File: config.mk
export PLATFORM = sky130hd
export DESIGN_NAME = lupmi_ctrl
export DESIGN_NICKNAME = d
export VERILOG_FILES = /design/src/rtl/core/lupmi_pkg.sv /design/src/rtl/core/lupmi_ctrl.sv
export SDC_FILE = /design/constraint.sdc
export NUM_CORES = 1
export LEC_CHECK = 0
export BUFFER_PORTS_ARGS = -buffer_cell sky130_fd_sc_hd__buf_4
export CORE_ASPECT_RATIO = 1.2
export CORE_MARGIN = 10
export CORE_UTILIZATION = 60
export CTS_CLUSTER_SIZE = 14
export DETAILED_ROUTE_END_ITERATION = 10
export HOLD_SLACK_MARGIN = 0.08
export PLACE_DENSITY = 0.82
export SKIP_LAST_GASP = 1
export SLEW_MARGIN = 20
export SYNTH_ARGS = -nofsm -noshare
export SYNTH_HDL_FRONTEND = slang
export SYNTH_SLANG_ARGS = --single-unit
File: constraint.sdc
create_clock -name clk -period 4.3 [get_ports clk]
set_input_delay 0.86 -clock clk [delete_from_list [all_inputs] [get_ports clk]]
set_output_delay 0.86 -clock clk [all_outputs]
set_load 0.005 [all_outputs]
File: src/rtl/core/lupmi_pkg.sv
// ----------------------------------------------------------------------------
// lupmi_pkg: shared types and constants of the LU pivot matrix inverse
// Q16.16 constants, datapath command and status types, saturation helper.
// ----------------------------------------------------------------------------
`default_nettype none

package lupmi_pkg;

	localparam int DATA_W        = 32;
	localparam int ORDER_W       = 3;
	localparam int DEF_MAX_ORDER = 4;
	localparam int ACC_W         = 40;
	localparam int DIV_STEPS     = 48;
	localparam int DIV_CNT_W     = 6;
	localparam int FRAC_W        = 16;
	localparam int ORDER_RESET   = 4;

	localparam logic signed [DATA_W-1:0] Q_ONE  = 32'sh0001_0000;
	localparam logic signed [DATA_W-1:0] Q_ZERO = 32'sh0000_0000;
	localparam logic signed [DATA_W-1:0] Q_MAX  = 32'sh7FFF_FFFF;
	localparam logic signed [DATA_W-1:0] Q_MIN  = 32'sh8000_0000;

	// arithmetic operation of one datapath command
	typedef enum logic [2:0] {
		OP_NONE = 3'd0,
		OP_CLR  = 3'd1,
		OP_MUL  = 3'd2,
		OP_ACC  = 3'd3,
		OP_SUB  = 3'd4
	} op_t;

	typedef enum logic [1:0] {
		MUL_LU = 2'd0,
		MUL_LW = 2'd1,
		MUL_UW = 2'd2
	} mul_sel_t;

	typedef enum logic [1:0] {
		BASE_A    = 2'd0,
		BASE_W    = 2'd1,
		BASE_ONE  = 2'd2,
		BASE_ZERO = 2'd3
	} base_sel_t;

	typedef enum logic {
		DIV_FACT = 1'b0,
		DIV_BACK = 1'b1
	} div_sel_t;

	typedef enum logic { W_RES = 1'b0, W_QUO = 1'b1 } w_src_t;
	typedef enum logic { U_RES = 1'b0, U_PIV = 1'b1 } u_src_t;
	typedef enum logic { L_ONE = 1'b0, L_QUO = 1'b1 } l_src_t;
	typedef enum logic { M_LOAD = 1'b0, M_QUO = 1'b1 } m_src_t;

	// controller to datapath
	typedef struct packed {
		op_t       op;
		mul_sel_t  mul_sel;
		base_sel_t base_sel;
		logic      piv_clr;
		logic      piv_upd;
		logic      div_start;
		div_sel_t  div_sel;
		logic      w_we;
		w_src_t    w_src;
		logic      u_we;
		u_src_t    u_src;
		logic      l_we;
		l_src_t    l_src;
		logic      m_we;
		m_src_t    m_src;
		logic      out_ld;
		logic      out_sing;
		logic      out_last;
		logic [1:0] out_row;
		logic [1:0] out_col;
		logic      sat_clr;
	} cmd_t;

	// datapath to controller
	typedef struct packed {
		logic better;
		logic best_zero;
		logic div_done;
	} stat_t;

	typedef struct packed {
		logic                     ovf;
		logic signed [DATA_W-1:0] val;
	} clamp_t;

	// clamp a 64-bit value to the signed 32-bit range
	function automatic clamp_t clamp32(input logic signed [63:0] v);
		clamp_t r;
		if (v > 64'sh0000_0000_7FFF_FFFF) begin
			r.ovf = 1'b1;
			r.val = Q_MAX;
		end else if (v < 64'shFFFF_FFFF_8000_0000) begin
			r.ovf = 1'b1;
			r.val = Q_MIN;
		end else begin
			r.ovf = 1'b0;
			r.val = v[DATA_W-1:0];
		end
		return r;
	endfunction

endpackage

`default_nettype wire

File: src/rtl/core/lupmi_ctrl.sv
// ----------------------------------------------------------------------------
// lupmi_ctrl: sequencer of the LU pivot matrix inverse
// Loads the matrix, runs the pivot search, U rows and L columns per column,
// then forward and back substitution per identity column, then emits the inverse or one singular result.
// ----------------------------------------------------------------------------
`default_nettype none

module lupmi_ctrl #(
	parameter int MAX_ORDER = lupmi_pkg::DEF_MAX_ORDER,
	parameter int IDX_W     = (MAX_ORDER > 1) ? $clog2(MAX_ORDER) : 1,
	parameter int ADR_W     = 2 * IDX_W,
	parameter int CNT_W     = $clog2(MAX_ORDER + 1)
) (
	input  wire logic                          clk,
	input  wire logic                          arst_n,
	input  wire logic                          cfg_write_en,
	input  wire logic [lupmi_pkg::ORDER_W-1:0] cfg_write_data,
	input  wire logic                          in_valid,
	output logic                               in_stall,
	output logic                               out_valid,
	input  wire logic                          out_stall,
	input  wire lupmi_pkg::stat_t              stat,
	output lupmi_pkg::cmd_t                    cmd,
	output logic [ADR_W-1:0]                   m_addr,
	output logic [ADR_W-1:0]                   l_addr,
	output logic [ADR_W-1:0]                   u_addr,
	output logic [IDX_W-1:0]                   w_addr
);
	import lupmi_pkg::*;

	typedef enum logic [29:0] {
		S_LOAD     = 30'd1 << 0,
		S_PS_START = 30'd1 << 1,
		S_PS_ROW   = 30'd1 << 2,
		S_PS_MUL   = 30'd1 << 3,
		S_PS_ACC   = 30'd1 << 4,
		S_PS_SUB   = 30'd1 << 5,
		S_PS_CMP   = 30'd1 << 6,
		S_PS_CHK   = 30'd1 << 7,
		S_UR_ROW   = 30'd1 << 8,
		S_UR_MUL   = 30'd1 << 9,
		S_UR_ACC   = 30'd1 << 10,
		S_UR_SUB   = 30'd1 << 11,
		S_UR_WR    = 30'd1 << 12,
		S_LC_ONE   = 30'd1 << 13,
		S_LC_ROW   = 30'd1 << 14,
		S_LC_WAIT  = 30'd1 << 15,
		S_FW_ROW   = 30'd1 << 16,
		S_FW_MUL   = 30'd1 << 17,
		S_FW_ACC   = 30'd1 << 18,
		S_FW_SUB   = 30'd1 << 19,
		S_FW_WR    = 30'd1 << 20,
		S_BK_ROW   = 30'd1 << 21,
		S_BK_MUL   = 30'd1 << 22,
		S_BK_ACC   = 30'd1 << 23,
		S_BK_SUB   = 30'd1 << 24,
		S_BK_DIV   = 30'd1 << 25,
		S_BK_WAIT  = 30'd1 << 26,
		S_EMIT     = 30'd1 << 27,
		S_SING     = 30'd1 << 28,
		S_OUT      = 30'd1 << 29
	} state_t;

	state_t             state_q;
	logic [ORDER_W-1:0] order_q;
	logic [CNT_W-1:0]   i_q, j_q, k_q, col_q, piv_q, r_q, c_q;
	logic               last_q;
	logic [IDX_W-1:0]   perm_q [MAX_ORDER];

	logic [CNT_W-1:0]   n, n_m1;
	logic [IDX_W-1:0]   ii, jj, kk, cc, rr, ci;
	logic [IDX_W-1:0]   p_i, p_j;
	logic               accept, load_done, emit_last;

	function automatic logic [ADR_W-1:0] adr(input logic [IDX_W-1:0] row,
	                                         input logic [IDX_W-1:0] col);
		return {row, col};
	endfunction

	// order in use: zero acts as one, above the maximum acts as the maximum
	always_comb begin
		if (order_q == '0) begin
			n = CNT_W'(1);
		end else if (32'(order_q) > MAX_ORDER) begin
			n = CNT_W'(MAX_ORDER);
		end else begin
			n = CNT_W'(order_q);
		end
	end

	assign n_m1      = CNT_W'(n - 1'b1);
	assign ii        = i_q[IDX_W-1:0];
	assign jj        = j_q[IDX_W-1:0];
	assign kk        = k_q[IDX_W-1:0];
	assign cc        = c_q[IDX_W-1:0];
	assign rr        = r_q[IDX_W-1:0];
	assign ci        = col_q[IDX_W-1:0];
	assign p_i       = perm_q[ii];
	assign p_j       = perm_q[jj];
	assign in_stall  = (state_q != S_LOAD) || cfg_write_en;
	assign out_valid = (state_q == S_OUT);
	assign accept    = in_valid && !in_stall;
	assign load_done = accept && (r_q == n_m1) && (c_q == n_m1);
	assign emit_last = (r_q == n_m1) && (c_q == n_m1);

	// sequencer state and loop counters
	always_ff @(posedge clk or negedge arst_n) begin
		if (!arst_n) begin
			state_q <= S_LOAD;
			order_q <= ORDER_W'(ORDER_RESET);
			i_q     <= '0;
			j_q     <= '0;
			k_q     <= '0;
			col_q   <= '0;
			piv_q   <= '0;
			r_q     <= '0;
			c_q     <= '0;
			last_q  <= 1'b0;
		end else begin
			unique case (state_q)
				S_LOAD: begin
					if (cfg_write_en) begin
						order_q <= cfg_write_data;
						r_q     <= '0;
						c_q     <= '0;
					end else if (accept) begin
						if (c_q == n_m1) begin
							c_q <= '0;
							if (r_q == n_m1) begin
								r_q     <= '0;
								i_q     <= '0;
								state_q <= S_PS_START;
							end else begin
								r_q <= CNT_W'(r_q + 1'b1);
							end
						end else begin
							c_q <= CNT_W'(c_q + 1'b1);
						end
					end
				end
				S_PS_START: begin
					j_q     <= i_q;
					state_q <= S_PS_ROW;
				end
				S_PS_ROW: begin
					k_q     <= '0;
					state_q <= (i_q != '0) ? S_PS_MUL : S_PS_SUB;
				end
				S_PS_MUL: state_q <= S_PS_ACC;
				S_PS_ACC: begin
					k_q     <= CNT_W'(k_q + 1'b1);
					state_q <= ((k_q + 1'b1) < i_q) ? S_PS_MUL : S_PS_SUB;
				end
				S_PS_SUB: state_q <= S_PS_CMP;
				S_PS_CMP: begin
					if (stat.better) begin
						piv_q <= j_q;
					end
					if ((j_q + 1'b1) < n) begin
						j_q     <= CNT_W'(j_q + 1'b1);
						state_q <= S_PS_ROW;
					end else begin
						state_q <= S_PS_CHK;
					end
				end
				S_PS_CHK: begin
					if (stat.best_zero) begin
						state_q <= S_SING;
					end else begin
						j_q     <= CNT_W'(i_q + 1'b1);
						state_q <= S_UR_ROW;
					end
				end
				S_UR_ROW: begin
					k_q <= '0;
					if (j_q >= n) begin
						state_q <= S_LC_ONE;
					end else begin
						state_q <= (i_q != '0) ? S_UR_MUL : S_UR_SUB;
					end
				end
				S_UR_MUL: state_q <= S_UR_ACC;
				S_UR_ACC: begin
					k_q     <= CNT_W'(k_q + 1'b1);
					state_q <= ((k_q + 1'b1) < i_q) ? S_UR_MUL : S_UR_SUB;
				end
				S_UR_SUB: state_q <= S_UR_WR;
				S_UR_WR: begin
					j_q     <= CNT_W'(j_q + 1'b1);
					state_q <= S_UR_ROW;
				end
				S_LC_ONE: begin
					j_q     <= CNT_W'(i_q + 1'b1);
					state_q <= S_LC_ROW;
				end
				S_LC_ROW: begin
					if (j_q >= n) begin
						if ((i_q + 1'b1) < n) begin
							i_q     <= CNT_W'(i_q + 1'b1);
							state_q <= S_PS_START;
						end else begin
							i_q     <= '0;
							col_q   <= '0;
							state_q <= S_FW_ROW;
						end
					end else begin
						state_q <= S_LC_WAIT;
					end
				end
				S_LC_WAIT: begin
					if (stat.div_done) begin
						j_q     <= CNT_W'(j_q + 1'b1);
						state_q <= S_LC_ROW;
					end
				end
				S_FW_ROW: begin
					j_q <= '0;
					if (i_q >= n) begin
						i_q     <= n_m1;
						state_q <= S_BK_ROW;
					end else begin
						state_q <= (i_q != '0) ? S_FW_MUL : S_FW_SUB;
					end
				end
				S_FW_MUL: state_q <= S_FW_ACC;
				S_FW_ACC: begin
					j_q     <= CNT_W'(j_q + 1'b1);
					state_q <= ((j_q + 1'b1) < i_q) ? S_FW_MUL : S_FW_SUB;
				end
				S_FW_SUB: state_q <= S_FW_WR;
				S_FW_WR: begin
					i_q     <= CNT_W'(i_q + 1'b1);
					state_q <= S_FW_ROW;
				end
				S_BK_ROW: begin
					j_q     <= CNT_W'(i_q + 1'b1);
					state_q <= ((i_q + 1'b1) < n) ? S_BK_MUL : S_BK_SUB;
				end
				S_BK_MUL: state_q <= S_BK_ACC;
				S_BK_ACC: begin
					j_q     <= CNT_W'(j_q + 1'b1);
					state_q <= ((j_q + 1'b1) < n) ? S_BK_MUL : S_BK_SUB;
				end
				S_BK_SUB: state_q <= S_BK_DIV;
				S_BK_DIV: state_q <= S_BK_WAIT;
				S_BK_WAIT: begin
					if (stat.div_done) begin
						if (i_q == '0) begin
							if ((col_q + 1'b1) < n) begin
								col_q   <= CNT_W'(col_q + 1'b1);
								state_q <= S_FW_ROW;
							end else begin
								r_q     <= '0;
								c_q     <= '0;
								state_q <= S_EMIT;
							end
						end else begin
							i_q     <= CNT_W'(i_q - 1'b1);
							state_q <= S_BK_ROW;
						end
					end
				end
				S_EMIT: begin
					last_q  <= emit_last;
					state_q <= S_OUT;
				end
				S_SING: begin
					last_q  <= 1'b1;
					state_q <= S_OUT;
				end
				S_OUT: begin
					if (!out_stall) begin
						if (last_q) begin
							r_q     <= '0;
							c_q     <= '0;
							state_q <= S_LOAD;
						end else begin
							if (c_q == n_m1) begin
								c_q <= '0;
								r_q <= CNT_W'(r_q + 1'b1);
							end else begin
								c_q <= CNT_W'(c_q + 1'b1);
							end
							state_q <= S_EMIT;
						end
					end
				end
				default: state_q <= S_LOAD;
			endcase
		end
	end

	// row permutation: identity at load end, swapped when the pivot moves
	always_ff @(posedge clk) begin
		if (state_q == S_LOAD && load_done) begin
			for (int x = 0; x < MAX_ORDER; x++) begin
				perm_q[x] <= IDX_W'(x);
			end
		end else if (state_q == S_PS_CHK && !stat.best_zero && piv_q != i_q) begin
			perm_q[ii]                 <= perm_q[piv_q[IDX_W-1:0]];
			perm_q[piv_q[IDX_W-1:0]]   <= perm_q[ii];
		end
	end

	// datapath commands and store addresses
	always_comb begin
		cmd    = '0;
		m_addr = adr(rr, cc);
		l_addr = adr(p_i, ii);
		u_addr = adr(ii, ii);
		w_addr = p_j;
		unique case (state_q)
			S_LOAD: begin
				cmd.m_we    = accept;
				cmd.m_src   = M_LOAD;
				cmd.sat_clr = cfg_write_en;
			end
			S_PS_START: cmd.piv_clr = 1'b1;
			S_PS_ROW:   cmd.op = OP_CLR;
			S_PS_MUL: begin
				cmd.op      = OP_MUL;
				cmd.mul_sel = MUL_LU;
				l_addr      = adr(p_j, kk);
				u_addr      = adr(kk, ii);
			end
			S_PS_ACC:   cmd.op = OP_ACC;
			S_PS_SUB: begin
				cmd.op       = OP_SUB;
				cmd.base_sel = BASE_A;
				m_addr       = adr(p_j, ii);
			end
			S_PS_CMP: begin
				cmd.piv_upd = 1'b1;
				cmd.w_we    = 1'b1;
				cmd.w_src   = W_RES;
				w_addr      = p_j;
			end
			S_PS_CHK: begin
				cmd.u_we  = !stat.best_zero;
				cmd.u_src = U_PIV;
				u_addr    = adr(ii, ii);
			end
			S_UR_ROW:   cmd.op = OP_CLR;
			S_UR_MUL: begin
				cmd.op      = OP_MUL;
				cmd.mul_sel = MUL_LU;
				l_addr      = adr(p_i, kk);
				u_addr      = adr(kk, jj);
			end
			S_UR_ACC:   cmd.op = OP_ACC;
			S_UR_SUB: begin
				cmd.op       = OP_SUB;
				cmd.base_sel = BASE_A;
				m_addr       = adr(p_i, jj);
			end
			S_UR_WR: begin
				cmd.u_we  = 1'b1;
				cmd.u_src = U_RES;
				u_addr    = adr(ii, jj);
			end
			S_LC_ONE: begin
				cmd.l_we  = 1'b1;
				cmd.l_src = L_ONE;
				l_addr    = adr(p_i, ii);
			end
			S_LC_ROW: begin
				cmd.div_start = (j_q < n);
				cmd.div_sel   = DIV_FACT;
				w_addr        = p_j;
			end
			S_LC_WAIT: begin
				cmd.l_we  = stat.div_done;
				cmd.l_src = L_QUO;
				l_addr    = adr(p_j, ii);
			end
			S_FW_ROW:   cmd.op = OP_CLR;
			S_FW_MUL: begin
				cmd.op      = OP_MUL;
				cmd.mul_sel = MUL_LW;
				l_addr      = adr(p_i, jj);
				w_addr      = jj;
			end
			S_FW_ACC:   cmd.op = OP_ACC;
			S_FW_SUB: begin
				cmd.op       = OP_SUB;
				cmd.base_sel = (p_i == ci) ? BASE_ONE : BASE_ZERO;
			end
			S_FW_WR: begin
				cmd.w_we  = 1'b1;
				cmd.w_src = W_RES;
				w_addr    = ii;
			end
			S_BK_ROW:   cmd.op = OP_CLR;
			S_BK_MUL: begin
				cmd.op      = OP_MUL;
				cmd.mul_sel = MUL_UW;
				u_addr      = adr(ii, jj);
				w_addr      = jj;
			end
			S_BK_ACC:   cmd.op = OP_ACC;
			S_BK_SUB: begin
				cmd.op       = OP_SUB;
				cmd.base_sel = BASE_W;
				w_addr       = ii;
			end
			S_BK_DIV: begin
				cmd.div_start = 1'b1;
				cmd.div_sel   = DIV_BACK;
				u_addr        = adr(ii, ii);
			end
			S_BK_WAIT: begin
				cmd.w_we  = stat.div_done;
				cmd.w_src = W_QUO;
				w_addr    = ii;
				cmd.m_we  = stat.div_done;
				cmd.m_src = M_QUO;
				m_addr    = adr(ii, ci);
			end
			S_EMIT: begin
				cmd.out_ld   = 1'b1;
				cmd.out_last = emit_last;
				cmd.out_row  = 2'(r_q);
				cmd.out_col  = 2'(c_q);
				m_addr       = adr(rr, cc);
			end
			S_SING: begin
				cmd.out_ld   = 1'b1;
				cmd.out_sing = 1'b1;
				cmd.out_last = 1'b1;
			end
			S_OUT:      cmd.sat_clr = !out_stall && last_q;
			default: ;
		endcase
	end

endmodule

`default_nettype wire

# ---- Yosys cells after proc, flatten, opt, wreduce, memory -nomap -nowiden
# Memories as Yosys holds them, arrays and structs flattened.
# Index checks and enable logic that the tools add are counted.
# W data, S select, Z words.
dict set report word_totals {
  mem_bits_ro 0
  ramBits 8
  latch_bits 0
  word_cells 223
  mem_count 1
  ff_bits 55
}
dict set report classes {
  n_mux 97
  div_mod_pow 0
  n_reduce_logical 44
  n_bitwise 0
  n_addsub 8
  n_eq_ne 54
  mul 0
  magnitude_cmp 9
  shift 0
}
# memory depth width read_ports rd_clocked_by_memory_dff write_ports line_no
set mem_list {}
lappend mem_list {perm_q 4 2 3 0 4 lupmi_ctrl.sv:68} ;# logic [IDX_W-1:0] perm_q [MAX_ORDER];
# op n
set ops {}
lappend ops {{$pmux W30 S29} 1}
lappend ops {{$mux W30} 9}
lappend ops {{$mux W3} 34}
lappend ops {{$mux W28} 2}
lappend ops {{$mux W25} 2}
lappend ops {{$mux W20} 2}
lappend ops {{$ne A2 B2 Y1 const B} 16}
lappend ops {{$pmux W2 S2} 8}
lappend ops {{$eq A30 B1 Y1 const B} 1}
lappend ops {{$eq A30 B10 Y1 const B} 1}
lappend ops {{$eq A30 B11 Y1 const B} 1}
lappend ops {{$eq A30 B12 Y1 const B} 1}
lappend ops {{$eq A30 B13 Y1 const B} 1}
lappend ops {{$eq A30 B14 Y1 const B} 1}
lappend ops {{$eq A30 B15 Y1 const B} 1}
lappend ops {{$eq A30 B16 Y1 const B} 1}
lappend ops {{$eq A30 B17 Y1 const B} 1}
lappend ops {{$eq A30 B18 Y1 const B} 1}
lappend ops {{$eq A30 B19 Y1 const B} 1}
lappend ops {{$eq A30 B2 Y1 const B} 1}
lappend ops {{$eq A30 B20 Y1 const B} 1}
lappend ops {{$eq A30 B21 Y1 const B} 1}
lappend ops {{$eq A30 B22 Y1 const B} 1}
lappend ops {{$eq A30 B23 Y1 const B} 1}
lappend ops {{60 further kinds} 122}

# ---- Longest topological paths before layout
dict set report logic_depth {
  word_depth 12
  ltp_mapped 11
  mapped_depth_nobuf 11
}

# ---- Least setup slack after synthesis
# No wires, ideal clock.
dict set report synth_path {
  path_kind {reg2out}
  from {register order_q[2]}
  to {output cmd[5] (netlist name)}
  stages_incl_launch_ff 10
  t_required_ps 3440
  path_buffers 1
  arrival_ps 2781
  setup_slack_ps 659
  cell_sequence {dfstp_2 -> clkbuf_1 -> inv_1 -> nand2_1 -> ha_1 -> xnor2_1 -> xor2_1 -> o211ai_1 -> or4_1 -> a2111oi_0}
}
# element line_no
set synth_lines {}
lappend synth_lines {{start, declared} lupmi_ctrl.sv:65} ;# logic [ORDER_W-1:0] order_q;
lappend synth_lines {{start signal, assigned} lupmi_ctrl.sv:110} ;# order_q <= ORDER_W'(ORDER_RESET);
lappend synth_lines {{start signal, assigned} lupmi_ctrl.sv:123} ;# order_q <= cfg_write_data;
lappend synth_lines {{end, declared} lupmi_ctrl.sv:23} ;# output lupmi_pkg::cmd_t cmd,

==> metrics.md <==
| Metric | Value |
|---|---|
| CTS Buffer Depth | 2 |
| RSZ-0062 raised after global routing | false |
| Core area | 8150 um^2 |
| # hold bufs at CTS | 0 |
| Area taken by multi-input logic gates | 3230 um^2 |
| Pint | 1.42 mW |
| Final hold viol count | 0 |
| Number of synthesized flops with an enable pin | 8 |
| Final nets | 680 |
| Clock power share | 0.191 |
| Register-to-register setup slack | 1.00 ns |
| CP endpoint | cmd[5] |
| Num rows | 36 |
| Tmin final | 4.12 ns |
| Commonest cells post-synth | nand2_1 (57), nor2_1 (55), dfrtp_1 (53) |
| Slew @ Worst Pin | 0.860 ns |
| Syn_nets | 618 |
| Net Sw Frac | 0.426 |
| Met3 Track Usage GR | 0.0436 |
| # diodes | 0 |
| Pwr Total | 2.48 mW |
| H-tree depth | 3 |
| TritonCTS clock tree | yes |
| Post-synth top area cell | dfrtp_1 |
| Worst Setup End Kind | output port |
| Met1 Use GR | 0.297 |
| Distinct cells, synth | 71 |
| First-pass GRT wire length | 25.5 mm |
| Worst min path class | reg -> reg |
| NetSw | 1.06 mW |
| Clk_skew | 0.0136 ns |
| TritonCTS Sinks | 63 |
| Max-Cap Viols | 0 |
| Yosys warns | 0 |
| Avg Vias per Cell | 6.52 |
| Commonest register cell after synthesis | dfrtp_1 |
| DR iter-0 viols | 475 |
| Die X | 104 um |
| Sequential element share of the synthesized area | 0.321 |
| Clock-pin slew on the worst setup and hold paths | 0.07 ns |
| Final-layout fill cell count | 632 |
| Final Max Slew Viols | 0 |
| Critical path launch point type | register |
| Initial Util | 0.619 |
| Pleak | 2.69 nW |
| GRT Util Overall | 0.251 |
| Routed wire per std cell | 20.7 um |
| Arr. time, crit path | 3.26 ns |
| GR Util met2 | 0.428 |
| Die area | 12500 um^2 |
| Critical R2R Launch | order_q[1]$_DFFE_PN0P_ |
| Pwr per Cell Area | 425 nW/um^2 |
| # DRC | 0 |
| Root Buffer | clkbuf_8 |
| Synth top area share | 0.263 |
| Antenna viol nets, final | 0 |
| Seq pwr share | 0.325 |
| Area grow syn2layout | 15.4% |
| Combinational power share | 0.484 |
| Vias in the first global route | 4884 |
| Rel. slew slack | 0.422 |
| Critical Path RT | 3.44 ns |
| Count of final setup violators | 0 |
| Initial antenna violation count | 0 |
| FF/Latch Area | 1620 um^2 |
| Crit path cell chain | nor2b_1, nor2_2, inv_1, ha_1, xnor2_2, xor2_1, o211ai_1, or4_1, a2111oi_2, buf_4 |
| Fmax | 0.243 GHz |
| Status | finished, final reports clean |
| Worst skew pair latency | 0.35 ns |
| Count leader, synth | nand2_1 |
| Total CTS buffers | 9 |
| Vias after detailed routing | 4962 |
| Setup TNS | 0 ns |
| Drt first pass iters | 5 |
| Top Usage Layer GRT | met2 |
| Critical-path top delay cell | or4_1 |
| Worst VDD drop | 373 uV |
| Average size of a mapped cell | 8.71 um^2 |
| Largest net degree at the start of global routing | 56 |
| Critical path fanouts, max | 6 |
| Top post-synthesis cells by area | dfrtp_1 (26%), ha_1 (6.7%), edfxtp_1 (4.8%), nand2_1 (4.2%), nor2_1 (4.1%) |
| Period utilization | 0.958 |
| Share of cells above drive strength 1 | 0.204 |
| Placer Congestion | 0.973 |
| IO Pins | 54 |
| Gate Count Post-Synth | 580 |
| Worst setup path class | reg -> out |
| Synth Cell Area | 5050 um^2 |
| Number of synthesized register bits | 63 |
| FFs w/ async S/R, synth | 0.873 |
| Overflow after GRT | 0 |
| R2r worst-path depth | 11 |
| DRT Wirelength | 15.8 mm |
| Crit path from | order_q[1]$_DFFE_PN0P_ |
| Max stage delay on crit path | 0.56 ns |
| Die Ht | 120 um |
| # port buffers | 53 |
| Reg-to-Reg End | i_q[0]$_DFFE_PN0P_ |
| HPWL after DPL | 12.0 mm |
cells by family after synthesis:
family                     Yosys count  synth area share
DFF                                 63             0.321
and+or+nand+nor                    270             0.305
xor gates and xnor gates            19            0.0330
buffers and inverters               54            0.0439
adders and majority gates           27            0.0669
AOI/OAI and AO/OA                  124             0.166
muxes                               23            0.0647
worst min-delay path by stage:
stage	end	slack [ns]	cells past startpoint	start
finish	piv_q[2]$_DFFE_PN0P_	0.51	2	piv_q[2]$_DFFE_PN0P_
global route	k_q[2]$_DFFE_PN0P_	0.53	1	k_q[2]$_DFFE_PN0P_
CTS	order_q[0]$_DFFE_PN0P_	0.51	1	order_q[0]$_DFFE_PN0P_
detailed placement	order_q[0]$_DFFE_PN0P_	0.49	1	order_q[0]$_DFFE_PN0P_
global placement	piv_q[2]$_DFFE_PN0P_	0.49	2	piv_q[2]$_DFFE_PN0P_
floorplan	k_q[2]$_DFFE_PN0P_	0.47	1	k_q[2]$_DFFE_PN0P_
layout by cell type, fill, tap and decap left out, types with 11 or more instances in the layout:
cell	instances
buf_4	72
nor3_1	25
inv_1	32
nor2_1	54
nand3_1	18
ha_1	27
nor4_1	14
nand2b_1	18
dfrtp_1	53
clkbuf_8	11
a21oi_1	15
a21o_1	11
o22ai_1	11
nand4_1	12
o21ai_0	34
nand2_1	57
power by group through the flow:
stage	registers [mW]	logic (mW)	clock network, mW
final	0.806	1.20	0.474
after global routing	0.816	1.34	0.509
after CTS	0.799	1.17	0.480
after detailed placement	0.806	1.16	0
after global placement	0.802	1.13	0
after floorplan	0.741	0.884	0
metrics by stage:
stage | utilization | worst slack (ns) | area, um^2 | hold slack, ns | cells
floorplan | - | 0.659 | 5050 | 0.470 | 580
global placement | 0.692 | 0.445 | 5640 | 0.489 | 745
detailed placement | 0.692 | 0.242 | 5640 | 0.495 | 745
CTS | 0.713 | 0.0489 | 5820 | 0.509 | 761
global route | 0.715 | 0.0241 | 5830 | 0.534 | 761
finish | 0.715 | 0.181 | 5830 | 0.507 | 761
repair_timing:
item | CTS | global route
buffers inserted | 0 | 0
setup endpoints to repair | 1 | 1
resized for setup | 2 | 2
endpoints found under the hold margin | 0 | 0
cell type report:
cell class	count	area share
Multi-Input combinational cell	463	0.553
Sequential cell	63	0.278
Timing Repair Buffer	72	0.0927
Clock buffer	15	0.0286
Tap cell	114	0.0245
Inverter	33	0.0221
Clock inverter	1	0.000859
state kept, by name, summed over array words and instances (netlist names):
signal / cells
i_q: 3
piv_q: 3
j_q: 3
r_q: 3
last_q: 1
c_q: 3
state_q: 30
perm_q: 8
order_q: 3
col_q: 3
k_q: 3
per-layer routing:
metal / routed length [um] / up-vias
met5: 0 / -
li1: - / 2281
met2: 7810 / 226
met4: 650 / 0
met1: 6280 / 2411
met3: 1020 / 44
worst max-delay path, delay by kind of cell, from the launching register on:
kind | cells | cell delay, ns
AO/OA/AOI/OAI | 2 | 0.65
flip-flops | 1 | 0.40
XOR/XNOR | 2 | 0.41
buffers and inverters | 2 | 0.26
adder cells (fa/ha/maj) | 1 | 0.21
AND/OR/NAND/NOR | 3 | 0.99
No activity file was read; power rests on OpenSTA's default activity.
